$ cat config.mk
export PLATFORM = sky130hd
export DESIGN_NAME = tpu_ctrl
export DESIGN_NICKNAME = d
export VERILOG_FILES = /design/src/rtl/core/tpu_pkg.sv /design/src/rtl/core/tpu_ctrl.sv
export SDC_FILE = /design/constraint.sdc
export NUM_CORES = 1
export LEC_CHECK = 0
export BUFFER_PORTS_ARGS = -buffer_cell sky130_fd_sc_hd__buf_2
export CAP_MARGIN = 20
export CORE_MARGIN = 8
export CORE_UTILIZATION = 25
export DETAILED_ROUTE_END_ITERATION = 12
export SLEW_MARGIN = 20
export SYNTH_ARGS = -nofsm -noshare
export SYNTH_HDL_FRONTEND = slang
export SYNTH_SLANG_ARGS = --single-unit
$ cat constraint.sdc
create_clock -name i_clk -period 2.92 [get_ports i_clk]
set_input_delay 0.438 -clock i_clk [delete_from_list [all_inputs] [get_ports i_clk]]
set_output_delay 0.438 -clock i_clk [all_outputs]
set_load 0.05 [all_outputs]
$ cat src/rtl/core/tpu_pkg.sv
`timescale 1ns / 1ps

package tpu_pkg;

    // Fixed field widths of the item channels
    localparam int CMD_W        = 4;
    localparam int REG_FIELD_W  = 4;
    localparam int ADDR_FIELD_W = 16;
    localparam int TAG_FIELD_W  = 8;

    // Internal register index width, wide enough for PC_INDEX and LR_INDEX up to 63
    localparam int RIDX_W = 6;

    // Parameter defaults
    localparam int NUM_REGS_DEF      = 16;
    localparam int MEM_ADDR_BITS_DEF = 16;
    localparam int TAG_BITS_DEF      = 8;
    localparam int PC_INDEX_DEF      = 15;
    localparam int LR_INDEX_DEF      = 14;

    typedef enum logic [CMD_W-1:0] {
        CMD_LOAD      = 4'd0,
        CMD_STORE     = 4'd1,
        CMD_MOV_REG   = 4'd2,
        CMD_MOV_IMM   = 4'd3,
        CMD_ARITH1    = 4'd4,
        CMD_ARITH2    = 4'd5,
        CMD_LINK      = 4'd6,
        CMD_LINK_JUMP = 4'd7,
        CMD_JUMP      = 4'd8,
        CMD_NONE      = 4'd9,
        CMD_RD_REG    = 4'd10,
        CMD_WR_REG    = 4'd11,
        CMD_RD_MEM    = 4'd12,
        CMD_WR_MEM    = 4'd13
    } t_cmd;

    typedef enum logic [3:0] {
        ST_CLEAR,
        ST_IDLE,
        ST_READ_A,
        ST_CAP_A,
        ST_CAP_B,
        ST_LINK,
        ST_READ_J,
        ST_CAP_J,
        ST_WRITE
    } t_state;

    typedef enum logic [1:0] {
        RSEL_RD,
        RSEL_RA,
        RSEL_RB,
        RSEL_PC
    } t_rsel;

    typedef enum logic [2:0] {
        WSEL_NONE,
        WSEL_RD,
        WSEL_LR,
        WSEL_PC,
        WSEL_MEM
    } t_wsel;

    typedef enum logic [1:0] {
        CAP_NONE,
        CAP_OR_REG,
        CAP_OR_MEM,
        CAP_LOAD_REG
    } t_cap;

    typedef struct packed {
        logic  latch;
        logic  clr_step;
        logic  reg_rd;
        t_rsel rsel;
        t_cap  cap;
        t_wsel wsel;
        logic  out_load;
    } t_dp_cmd;

    typedef struct packed {
        logic [CMD_W-1:0] cmd;
        logic             clr_last;
        logic             out_free;
    } t_dp_stat;

endpackage

$ cat src/rtl/core/tpu_ctrl.sv
`timescale 1ns / 1ps

module tpu_ctrl (
    input  logic                     i_clk,
    input  logic                     i_rst_n,
    input  logic                     i_in_valid,
    input  logic [tpu_pkg::CMD_W-1:0] i_in_cmd,
    input  tpu_pkg::t_dp_stat        i_stat,
    output logic                     o_in_ready,
    output tpu_pkg::t_dp_cmd         o_cmd
);
    import tpu_pkg::*;

    t_state r_state;
    t_state n_state;

    always_ff @(posedge i_clk) begin
        if (!i_rst_n) begin
            r_state <= ST_CLEAR;
        end else begin
            r_state <= n_state;
        end
    end

    // Next state
    always_comb begin
        n_state = r_state;
        case (r_state)
            ST_CLEAR: begin
                if (i_stat.clr_last) n_state = ST_IDLE;
            end
            ST_IDLE: begin
                if (i_in_valid) begin
                    if (i_in_cmd inside {CMD_LOAD, CMD_STORE, CMD_MOV_REG, CMD_ARITH1,
                                         CMD_ARITH2, CMD_LINK, CMD_LINK_JUMP, CMD_JUMP,
                                         CMD_RD_REG, CMD_RD_MEM}) begin
                        n_state = ST_READ_A;
                    end else begin
                        n_state = ST_WRITE;
                    end
                end
            end
            ST_READ_A: n_state = ST_CAP_A;
            ST_CAP_A: begin
                if (i_stat.cmd == CMD_ARITH2) begin
                    n_state = ST_CAP_B;
                end else if (i_stat.cmd == CMD_LINK_JUMP) begin
                    n_state = ST_LINK;
                end else begin
                    n_state = ST_WRITE;
                end
            end
            ST_CAP_B:  n_state = ST_WRITE;
            ST_LINK:   n_state = ST_READ_J;
            ST_READ_J: n_state = ST_CAP_J;
            ST_CAP_J:  n_state = ST_WRITE;
            ST_WRITE: begin
                if (i_stat.out_free) n_state = ST_IDLE;
            end
            default:   n_state = ST_CLEAR;
        endcase
    end

    // Outputs
    always_comb begin
        o_in_ready     = 1'b0;
        o_cmd.latch    = 1'b0;
        o_cmd.clr_step = 1'b0;
        o_cmd.reg_rd   = 1'b0;
        o_cmd.rsel     = RSEL_RA;
        o_cmd.cap      = CAP_NONE;
        o_cmd.wsel     = WSEL_NONE;
        o_cmd.out_load = 1'b0;
        case (r_state)
            ST_CLEAR: o_cmd.clr_step = 1'b1;
            ST_IDLE: begin
                o_in_ready  = 1'b1;
                o_cmd.latch = i_in_valid;
            end
            ST_READ_A: begin
                // Memory reads need no command: the address register drives the port
                if (i_stat.cmd inside {CMD_STORE, CMD_RD_REG}) begin
                    o_cmd.reg_rd = 1'b1;
                    o_cmd.rsel   = RSEL_RD;
                end else if (i_stat.cmd inside {CMD_LINK, CMD_LINK_JUMP}) begin
                    o_cmd.reg_rd = 1'b1;
                    o_cmd.rsel   = RSEL_PC;
                end else if (!(i_stat.cmd inside {CMD_LOAD, CMD_RD_MEM})) begin
                    o_cmd.reg_rd = 1'b1;
                    o_cmd.rsel   = RSEL_RA;
                end
            end
            ST_CAP_A: begin
                if (i_stat.cmd inside {CMD_LOAD, CMD_RD_MEM}) begin
                    o_cmd.cap = CAP_OR_MEM;
                end else begin
                    o_cmd.cap = CAP_OR_REG;
                end
                if (i_stat.cmd == CMD_ARITH2) begin
                    o_cmd.reg_rd = 1'b1;
                    o_cmd.rsel   = RSEL_RB;
                end
            end
            ST_CAP_B: o_cmd.cap = CAP_OR_REG;
            ST_LINK:  o_cmd.wsel = WSEL_LR;
            ST_READ_J: begin
                o_cmd.reg_rd = 1'b1;
                o_cmd.rsel   = RSEL_RA;
            end
            ST_CAP_J: o_cmd.cap = CAP_LOAD_REG;
            ST_WRITE: begin
                if (i_stat.out_free) begin
                    o_cmd.out_load = 1'b1;
                    case (i_stat.cmd)
                        CMD_LOAD, CMD_MOV_REG, CMD_MOV_IMM, CMD_ARITH1, CMD_ARITH2,
                        CMD_WR_REG:                     o_cmd.wsel = WSEL_RD;
                        CMD_LINK:                       o_cmd.wsel = WSEL_LR;
                        CMD_LINK_JUMP, CMD_JUMP:        o_cmd.wsel = WSEL_PC;
                        CMD_STORE, CMD_WR_MEM:          o_cmd.wsel = WSEL_MEM;
                        default:                        o_cmd.wsel = WSEL_NONE;
                    endcase
                end
            end
            default: ;
        endcase
    end
endmodule

==> reports/results.tsv, run 1 <==
stage	metric	value	unit
run_status	result_of_the_run	finished clean	
pwr	fraction_of_power_spent_switching_nets	46.1	%
yosys	synth_area_per_cell	6.93	um2
drt	drt_wl_total	1890	um
pwr	power.ir.vdd_worst	112	uV
placement	dp.cells	141	
timing	fmax	413	MHz
timing	setup_total_negative_slack	0	ns
timing	finalCritPeriodShare	82.9	%
pwr	comb_power_share	48.0	%
yosys	yosys.cell_types.count	37	
floorplanning	core-area	2450	um2
worst_setup_path	endpoint_kind	primary output	
drt	detail_route.wl_per_cell	13.2	um
yosys	syn-num-nets	111	
drt	drt.antenna.violating_nets	0	
floorplanning	num_io_pins	25	
grt	largest_net_degree_at_the_start_of_global_routing	25	
cts	clock_tree.buffer_depth	2	
yosys	synth_most_common_cell	a21oi_1	
worst_hold_path	hold_class	primary input to flip-flop	
drt	detail_route.first_pass.iterations	4	
drt	dr.first_iter.drc_count	24	
cells_and_area	utilization	32.4	%
cells_and_area	synth_to_layout_area_growth	23.3	%
grt	grt_antenna_before_repair	0	
timing	final-setup-viol-count	0	
cts	cts_sinks	4	
cells_and_area	layout.cells.non_filler	144	
yosys	count_of_flip_flops_with_a_built_in_enable_after_synthesis	0	
floorplanning	die_width	66.8	um
cells_and_area	largest_reg_flops	4	
cells_and_area	post_route_cells_drive_above_1_share	28.9	%
worst_setup_path	worst_r2r_endpoint	r_state[3]$_SDFFE_PN0P_	
grt	first_global_vias	737	
grt	grt_first_pass_wirelength	3170	um
floorplanning	floorplan.initialDensity	26.2	%
cells_and_area	multi_input_area	508	um2
job	drv.max_cap_violation_count	0	
timing	worst-slew-pin-transition	0.726	ns
worst_setup_path	worstRegToRegCells	4	
grt	global_route.usage.total	8.89	%
drt	drc	0	
worst_setup_path	setup.reg_to_reg.worst_slack	1.26	ns
worst_setup_path	arrival_time_at_the_worst_endpoint	1.98	ns
timing	timing_max_transition_violations_final	0	
cells_and_area	layout.filler_cells	269	
yosys	synth.top_cells.by_count	a21oi_1 (11), inv_1 (7), nor3_1 (6)	
yosys	postSynth.topFlopCell	dfxtp_1	
cts	clk-insertion-delay-late	0.23	ns
cells_and_area	top_regs	r_state (4)	
placement	hpwlAfterDp	1430	um
cts	reg_clk_slew_reported_paths	0.03	ns
worst_hold_path	timing.hold.worst.start	i_rst_n	
cells_and_area	final-seq-area	80.1	um2
floorplanning	die_footprint	4460	um2
timing	finClkSkew	0.00472	ns
cells_and_area	num_antenna_cells	0	
yosys	ys_ff_latch	4	
floorplanning	die-height	66.8	um
cts	numCtsBuffers	3	
timing	rsz0062_at_grt	no	
pwr	power_frac_clock	23.3	%
placement	globalplace.congestion	0.823	
cts	clockRootBuffer	clkbuf_4	
worst_setup_path	crit_path_max_fanout	8	
yosys	async_flop_share	0	%
cts	cts_max_level	1	
cts	tritoncts	yes	
yosys	yosysSeqAreaShare	12.4	%
yosys	synthTopCellsByArea	dfxtp_1 (12%), ha_1 (9.7%), a21oi_1 (8.5%)	
yosys	netlist.top_cell.by_area	dfxtp_1	
yosys	synth.yosys.warnings	0	
pwr	power.leakage	0.364	nW
cts	cts.hold.buffers_added	0	
cts	post_cts.repair.setup_buffers	0	
timing	finalHoldViolations	0	
worst_hold_path	min_delay_path_depth	2	
cells_and_area	largest_register	r_state	
yosys	synth_top_cell_area_share	12.4	%
drt	detail_route.vias_per_cell	5.17	
cts	post_cts_sizing_count	0	
worst_setup_path	critPathKind	primary input to primary output	
placement	placement.cell_area	772	um2
cells_and_area	fin_area	795	um2
cells_and_area	nNetsFinal	134	
placement	place.port_buffers	24	
timing	period_minus_slack	2.42	ns
yosys	synthesized_instance_count	93	
yosys	syn_std_cell_area	644	um2
pwr	power_density	366	nW/um2
worst_hold_path	min_delay_worst_endpoint	r_state[1]$_SDFFE_PN0P_	
worst_setup_path	rr_startpoint	r_state[0]$_SDFFE_PN0P_	
floorplanning	placementRows	18	
worst_setup_path	worstSetupStartpointType	primary input	
worst_setup_path	worst-endpoint-required	2.48	ns
pwr	p_seq_share	28.7	%
grt	globalRouteOverflowTotal	0	
timing	worst_slew_margin_rel	51.5	%
pwr	power_switching	0.000134	W
drt	num_vias	744	
pwr	intPower	0.000157	W
power groups by stage:
stage / sequential, W / clock, W / combinational (W)
floorplan: 0.0000649 / 0 / 0.000122
global placement: 0.0000831 / 0 / 0.000137
detailed placement: 0.0000838 / 0 / 0.000139
CTS: 0.0000831 / 0.0000708 / 0.000141
global route: 0.0000866 / 0.0000735 / 0.000154
finish: 0.0000835 / 0.0000677 / 0.000140
through the flow:
stage	hold WS (ns)	worst slack, ns	total power [W]
finish	0.502	0.498	0.000291
global route	0.491	0.322	0.000314
CTS	0.487	0.504	0.000294
detailed placement	0.688	0.512	0.000223
global placement	0.677	0.544	0.000220
floorplan	0.578	0.339	0.000187
routing by layer:
layer  share of wire, %  GRT usage (%)
met5                  0              0
met4               0.74           4.80
met3                4.4           2.01
met2                 52           14.7
met1                 43           10.3
how the worst max path moves through the flow:
stage / cells past startpoint / end / from
3_5_place_dp: 6 / o_cmd[2] / i_stat[4]
5_1_grt: 6 / o_cmd[2] / i_stat[4]
6_report: 6 / o_cmd[2] / i_stat[4]
2_1_floorplan: 6 / o_cmd[8] / i_stat[3]
4_1_cts: 6 / o_cmd[2] / i_stat[4]
3_3_place_gp: 6 / o_cmd[2] / i_stat[4]
worst max-delay path, cell delays in order:
cell     delay (ns)
buf_2          0.13
nor2b_1        0.45
a22oi_2        0.14
or4_1          0.41
a21oi_1        0.13
buf_2          0.28
layout by cell type (no fill, tap or decap), types with 4 or more instances in the layout:
master | synthesis | layout
a21oi_1 | 11 | 11
buf_2 | 3 | 24
dfxtp_1 | 4 | 4
ha_1 | 5 | 5
inv_1 | 7 | 7
nand2_1 | 4 | 4
nand2b_1 | 5 | 5
nor2_1 | 5 | 5
nor3_1 | 6 | 6
layout make-up:
cell class	count	area share (%)
clock buffers	3	2.83
inverters	7	3.31
multi-input cells	76	63.9
flip-flops and latches	4	10.1
well taps	30	4.72
repair buffers	24	15.1
cells by family after synthesis:
kind of cell / share of synthesized area [%]
adder cells (fa/ha/maj): 9.71
AO/OA/AOI/OAI: 27.6
multiplexers: 1.55
AND/OR/NAND/NOR: 40.0
buffers and inverters: 8.74
flip-flops: 12.4
No activity file was read; power rests on OpenSTA's default activity.
==> run 2: changes to the inputs <==
==> constraint.sdc (replaced) <==
create_clock -name i_clk -period 2.3 [get_ports i_clk]
set_input_delay 0.345 -clock i_clk [delete_from_list [all_inputs] [get_ports i_clk]]
set_output_delay 0.345 -clock i_clk [all_outputs]
set_load 0.05 [all_outputs]
==> run 2 against run 1 <==
  * Non-clock buffer count is 4 higher
  * Largest power group unchanged
  * Critical path type is now flip-flop to primary output
  * Critical endpoint is now o_cmd[3]
  * Critical path depth is 1 lower
  * Combinational power is 41% higher
==> reports/results.tsv, run 2 (same netlist as run 1, synthesis figures left out) <==
stage	metric	value	unit	change
run_status	result_of_the_run	finished clean		
drt	detail_route.vias_per_cell	5.07		-1.8%
cells_and_area	top_regs	r_state (4)		
grt	largest_net_degree_at_the_start_of_global_routing	16		-36%
worst_setup_path	timing.critical_path.slowest_stage_cell	or3_1		
cts	tritoncts	yes		
cts	post_cts.repair.setup_buffers	0		unchanged
floorplanning	floorplan.initialDensity	26.2	%	unchanged
cts	post_cts_sizing_count	0		unchanged
grt	first_global_vias	706		-4.2%
floorplanning	placementRows	18		unchanged
worst_setup_path	cp.buffers_inverters	2		unchanged
worst_setup_path	crit_path_max_fanout	10		+2
grt	grt_first_pass_wirelength	3190	um	+0.85%
worst_setup_path	critical_path.max_stage_delay	0.40	ns	-0.05 ns
drt	detail_route.wl_per_cell	13.2	um	+0.59%
pwr	power.ir.vdd_worst	297	uV	+170%
worst_setup_path	worstSetupStartpointType	flip-flop		
grt	grt_antenna_before_repair	0		unchanged
drt	detail_route.first_pass.iterations	4		unchanged
cells_and_area	layout.filler_cells	269		unchanged
timing	worst_slew_margin_rel	70.3	%	+19 points
placement	hpwlAfterDp	1560	um	+9.1%
pwr	power_density	461	nW/um2	+26%
cts	numCtsBuffers	3		unchanged
worst_setup_path	critPathKind	flip-flop to primary output		
grt	globalRouteOverflowTotal	0		unchanged
cells_and_area	multi_input_area	515	um2	+1.5%
cells_and_area	final_common_cell	buf_2		
worst_setup_path	endpoint_kind	primary output		
timing	fmax	456	MHz	
drt	drt.antenna.violating_nets	0		unchanged
grt	global_route.usage.total	8.83	%	-0.065 points
cts	cts_sinks	4		unchanged
floorplanning	core-area	2450	um2	unchanged
cts	clockRootBuffer	clkbuf_4		
cts	cts_max_level	1		unchanged
placement	place.port_buffers	24		unchanged
cells_and_area	layout.cells.most_common_list	buf_2 (23), a21oi_1 (11), inv_1 (7)		
floorplanning	num_io_pins	25		unchanged
timing	timing_max_transition_violations_final	0		unchanged
timing	finalHoldViolations	0		unchanged
cts	reg_clk_slew_reported_paths	0.04	ns	about the same
drt	drt_wl_total	1960	um	+3.4%
job	drv.max_cap_violation_count	0		unchanged
cells_and_area	layout.cells.non_filler	148		+2.8%
worst_setup_path	timing.critical_path.cells	or2_4 > or3_1 > inv_1 > and3_1 > clkbuf_4		
timing	final-setup-viol-count	0		unchanged
cells_and_area	nNetsFinal	138		+3.0%
timing	period_minus_slack	2.19	ns	
cells_and_area	synth_to_layout_area_growth	29.7	%	
drt	num_vias	751		+0.94%
worst_setup_path	path_delay_family	simple AND/OR/NAND/NOR gates		
cells_and_area	largest_register	r_state		
floorplanning	die_width	66.8	um	unchanged
placement	dp.cells	145		+2.8%
cells_and_area	final-seq-area	81.3	um2	+1.6%
timing	worst-slew-pin-transition	0.444	ns	-0.282 ns
cells_and_area	num_antenna_cells	0		unchanged
timing	rsz0062_at_grt	no		
worst_setup_path	arrival_time_at_the_worst_endpoint	1.85	ns	-0.13 ns
placement	globalplace.congestion	0.755		-8.2%
cells_and_area	post_route_cells_drive_above_1_share	33.9	%	+5.0 points
timing	finalCritPeriodShare	95.4	%	
floorplanning	die_footprint	4460	um2	unchanged
cts	clk-insertion-delay-late	0.24	ns	about the same
cts	clock_tree.buffer_depth	2		unchanged
drt	drc	0		unchanged
worst_hold_path	hold_class	primary input to flip-flop		
pwr	power.leakage	0.385	nW	+5.9%
cts	cts.hold.buffers_added	0		unchanged
drt	dr.first_iter.drc_count	18		-25%
timing	setup_total_negative_slack	0	ns	unchanged
timing	finClkSkew	0.00747	ns	+0.00275 ns
floorplanning	die-height	66.8	um	unchanged
worst_setup_path	worst-endpoint-required	1.96	ns	-0.52 ns
cells_and_area	largest_reg_flops	4		unchanged
-- run 2: worst paths after layout --
check                             to  slack [ns]                    start  cells after the start
max                         o_cmd[3]        0.11  r_state[1]$_SDFFE_PN0P_                      5
min          r_state[1]$_SDFFE_PN0P_        0.38                  i_rst_n                      2
max reg2reg  r_state[3]$_SDFFE_PN0P_        0.82  r_state[0]$_SDFFE_PN0P_                      5
min reg2reg  r_state[2]$_SDFFE_PN0P_        0.56  r_state[3]$_SDFFE_PN0P_                      1
-- run 2: worst reg2reg max path: cells and delay by family (launching register included) --
family	cells	cell delay, ns
compound gates	3	0.48
buf+inv	1	0.25
simple gates	1	0.07
flops	1	0.58
-- run 2: metal layers --
metal	track usage, %	vias up	wire length, um
met2	15.7	18	1000
met1	9.75	343	832
met4	0.800	0	0
met5	0	-	0
met3	3.86	0	124
li1	-	390	-
-- run 2: power by group --
group          leakage [nW]  switching (W)  internal, W  total [W]
Clock                0.0138      0.0000325    0.0000586  0.0000911
Sequential           0.0331      0.0000202    0.0000768  0.0000970
Combinational         0.338       0.000124    0.0000730   0.000197
Total                 0.385       0.000177     0.000208   0.000386
-- run 2: layout make-up --
cell class                      count  area share [%]
Clock buffer                        3            2.69
Inverter                            7            3.14
Sequential cell                     4            9.73
Multi-Input combinational cell     76            61.7
Timing Repair Buffer               28            18.3
Tap cell                           30            4.49
-- run 2: stage by stage --
| stage | total power (W) | hold WS [ns] | utilization, % | setup WS, ns | cell area, um2 |
|---|---|---|---|---|---|
| after detailed placement | 0.000293 | 0.616 | 32.9 | 0.278 | 807 |
| after floorplan | 0.000239 | 0.485 | - | 0.00173 | 649 |
| final | 0.000386 | 0.381 | 34.0 | 0.106 | 836 |
| after global placement | 0.000290 | 0.602 | 32.9 | 0.309 | 807 |
| after global routing | 0.000416 | 0.373 | 34.0 | 0.0121 | 836 |
| after CTS | 0.000388 | 0.373 | 33.8 | 0.0828 | 830 |
==> run 3: changes to the inputs <==
--- a/config.mk
+++ b/config.mk
@@ -8,9 +8,10 @@
 export BUFFER_PORTS_ARGS = -buffer_cell sky130_fd_sc_hd__buf_2
 export CAP_MARGIN = 20
 export CORE_MARGIN = 8
-export CORE_UTILIZATION = 25
+export CORE_UTILIZATION = 35
 export DETAILED_ROUTE_END_ITERATION = 12
-export SLEW_MARGIN = 20
+export RECOVER_POWER = 25
+export SLEW_MARGIN = 0
 export SYNTH_ARGS = -nofsm -noshare
 export SYNTH_HDL_FRONTEND = slang
 export SYNTH_SLANG_ARGS = --single-unit
==> run 3 against run 2 <==
  * Sequential power grew 5%
  * Register-to-register slack got worse by 0.07 ns
  * Utilization is 13 points higher
  * Non-clock buffer count is 1 lower
  * Largest power group unchanged
  * Global-route usage is 1.8 points higher
  * Combinational power decreased by 7%
  * Sequential cell count unchanged
  * Highest routed layer unchanged
  * Largest cell class unchanged
  * Via count is 2.3% lower
  * Critical path type unchanged
==> reports/results.tsv, run 3 (same netlist as run 1, synthesis figures left out) <==
stage	metric	value	unit	change
pwr	intPower	0.000203	W	-2.5%
worst_setup_path	endpoint_kind	primary output		
timing	timing_max_transition_violations_final	0		unchanged
floorplanning	core-area	1730	um2	-30%
pwr	p_seq_share	27.4	%	+2.2 points
drt	drc	0		unchanged
placement	pre_cts_slack	0.272	ns	-0.00591 ns
drt	dr.first_iter.drc_count	10		-8
cells_and_area	largest_reg_flops	4		unchanged
cts	cts_max_level	1		unchanged
drt	drt.antenna.violating_nets	0		unchanged
grt	largest_net_degree_at_the_start_of_global_routing	25		+9
cts	post_cts_sizing_count	0		unchanged
timing	rsz0062_at_grt	no		
timing	fin_ws	0.113	ns	+0.00745 ns
grt	grt_first_pass_wirelength	3040	um	-4.8%
cts	numCtsBuffers	3		unchanged
pwr	comb_power_share	49.0	%	-2.2 points
job	drv.max_cap_violation_count	0		unchanged
timing	finalCritPeriodShare	95.1	%	-0.32 points
cells_and_area	utilization	47.3	%	+13 points
drt	detail_route.first_pass.iterations	4		unchanged
cts	cts_sinks	4		unchanged
worst_setup_path	arrival_time_at_the_worst_endpoint	1.84	ns	about the same
worst_setup_path	crit_path_max_fanout	10		unchanged
pwr	fraction_of_power_spent_switching_nets	45.5	%	-0.40 points
floorplanning	placementRows	15		-3
worst_hold_path	hold_class	primary input to flip-flop		
cts	clock_tree.buffer_depth	2		unchanged
cells_and_area	synth_to_layout_area_growth	26.8	%	
cells_and_area	layout.cells.most_common_list	buf_2 (24), a21oi_1 (11), inv_1 (7)		
cts	cts.hold.buffers_added	0		unchanged
timing	setup_total_negative_slack	0	ns	unchanged
floorplanning	num_io_pins	25		unchanged
timing	finClkSkew	0.00565	ns	-0.00182 ns
floorplanning	die_width	58.9	um	-12%
pwr	power_density	457	nW/um2	-1.0%
run_status	result_of_the_run	finished clean		
drt	drt_wl_total	1780	um	-9.1%
drt	num_vias	734		-2.3%
placement	place.port_buffers	24		unchanged
pwr	power_switching	0.000170	W	-4.1%
grt	first_global_vias	700		-0.85%
cts	clk-insertion-delay-late	0.24	ns	about the same
grt	globalRouteOverflowTotal	0		unchanged
cts	reg_clk_slew_reported_paths	0.03	ns	about the same
floorplanning	die_footprint	3470	um2	-22%
pwr	power.leakage	0.381	nW	-1.1%
cells_and_area	nNetsFinal	137		-0.72%
cells_and_area	layout.cells.non_filler	142		-4.1%
grt	grt_antenna_before_repair	0		unchanged
cells_and_area	largest_register	r_state		
cells_and_area	top_regs	r_state (4)		
placement	dp.cells	139		-4.1%
placement	hpwlAfterDp	1440	um	-7.7%
timing	fmax	457	MHz	+0.34%
grt	global_route.usage.total	10.6	%	+1.8 points
timing	final.hold.worst_slack	0.393	ns	+0.0113 ns
drt	detail_route.vias_per_cell	5.17		+1.9%
floorplanning	die-height	58.9	um	-12%
worst_setup_path	worst-endpoint-required	1.96	ns	about the same
cells_and_area	final_common_cell	buf_2		
cts	post_cts.repair.setup_buffers	0		unchanged
floorplanning	floorplan.initialDensity	37.3	%	+11 points
pwr	power_frac_clock	23.5	%	about the same
timing	worst_slew_margin_rel	54.5	%	-16 points
cells_and_area	post_route_cells_drive_above_1_share	32.5	%	-1.4 points
worst_setup_path	critPathKind	flip-flop to primary output		
timing	finalHoldViolations	0		unchanged
timing	period_minus_slack	2.19	ns	-0.00745 ns
worst_setup_path	worstSetupStartpointType	flip-flop		
cts	tritoncts	yes		
cells_and_area	num_antenna_cells	0		unchanged
timing	final-setup-viol-count	0		unchanged
drt	detail_route.wl_per_cell	12.5	um	-5.3%
cts	clockRootBuffer	clkbuf_4		
placement	globalplace.congestion	0.803		+6.3%
pwr	power.ir.vdd_worst	318	uV	+7.2%
timing	worst-slew-pin-transition	0.682	ns	+0.238 ns
-- run 3: cell types whose count changed in the layout (fill, tap and decap cells not counted), sizes merged --
cell and delta:
clkbuf -1
-- run 3: power groups by stage --
stage,logic [W],clock network (W),registers (W)
after CTS,0.000185,0.0000927,0.000102
after global routing,0.000201,0.0000943,0.000106
final,0.000183,0.0000878,0.000102
after floorplan,0.000157,0,0.0000824
after detailed placement,0.000184,0,0.000103
after global placement,0.000183,0,0.000103
-- run 3: layout make-up --
class / count / area, um2
Tap cell: 25 / 31.3
Sequential cell: 4 / 81.3
Multi-Input combinational cell: 76 / 513
Timing Repair Buffer: 27 / 143
Inverter: 7 / 26.3
Clock buffer: 3 / 22.5
Fill cell: 202 / 910
-- run 3: layer usage --
| metal | vias to the layer above | share of wire, % | GRT usage, % |
|---|---|---|---|
| li1 | 388 | - | - |
| met1 | 328 | 48 | 12.9 |
| met2 | 18 | 46 | 17.4 |
| met3 | 0 | 5.8 | 3.26 |
| met4 | 0 | 0 | 3.07 |
| met5 | - | 0 | 0 |
-- run 3: path summary, 6_finish.rpt --
kind / start / end / slack (ns) / cells after the start
setup / recovery: r_state[1]$_SDFFE_PN0P_ / o_cmd[3] / 0.11 / 5
hold / removal: i_rst_n / r_state[1]$_SDFFE_PN0P_ / 0.39 / 2
setup reg to reg: r_state[0]$_SDFFE_PN0P_ / r_state[1]$_SDFFE_PN0P_ / 0.75 / 4
hold reg to reg: r_state[3]$_SDFFE_PN0P_ / r_state[2]$_SDFFE_PN0P_ / 0.58 / 1
-- run 3: worst max-delay path, stage by stage, from the launching register on --
cell and delay [ns]:
dfxtp_1 0.38, or2_1 0.31, or3_1 0.40, inv_1 0.10, and3_1 0.15, buf_2 0.26
-- run 3: stage by stage --
| stage | total power [W] | instance area, um2 |
|---|---|---|
| 6_report | 0.000373 | 817 |
| 5_1_grt | 0.000402 | 817 |
| 4_1_cts | 0.000379 | 816 |
| 3_3_place_gp | 0.000286 | 793 |
| 2_1_floorplan | 0.000239 | 649 |
| 3_5_place_dp | 0.000287 | 793 |
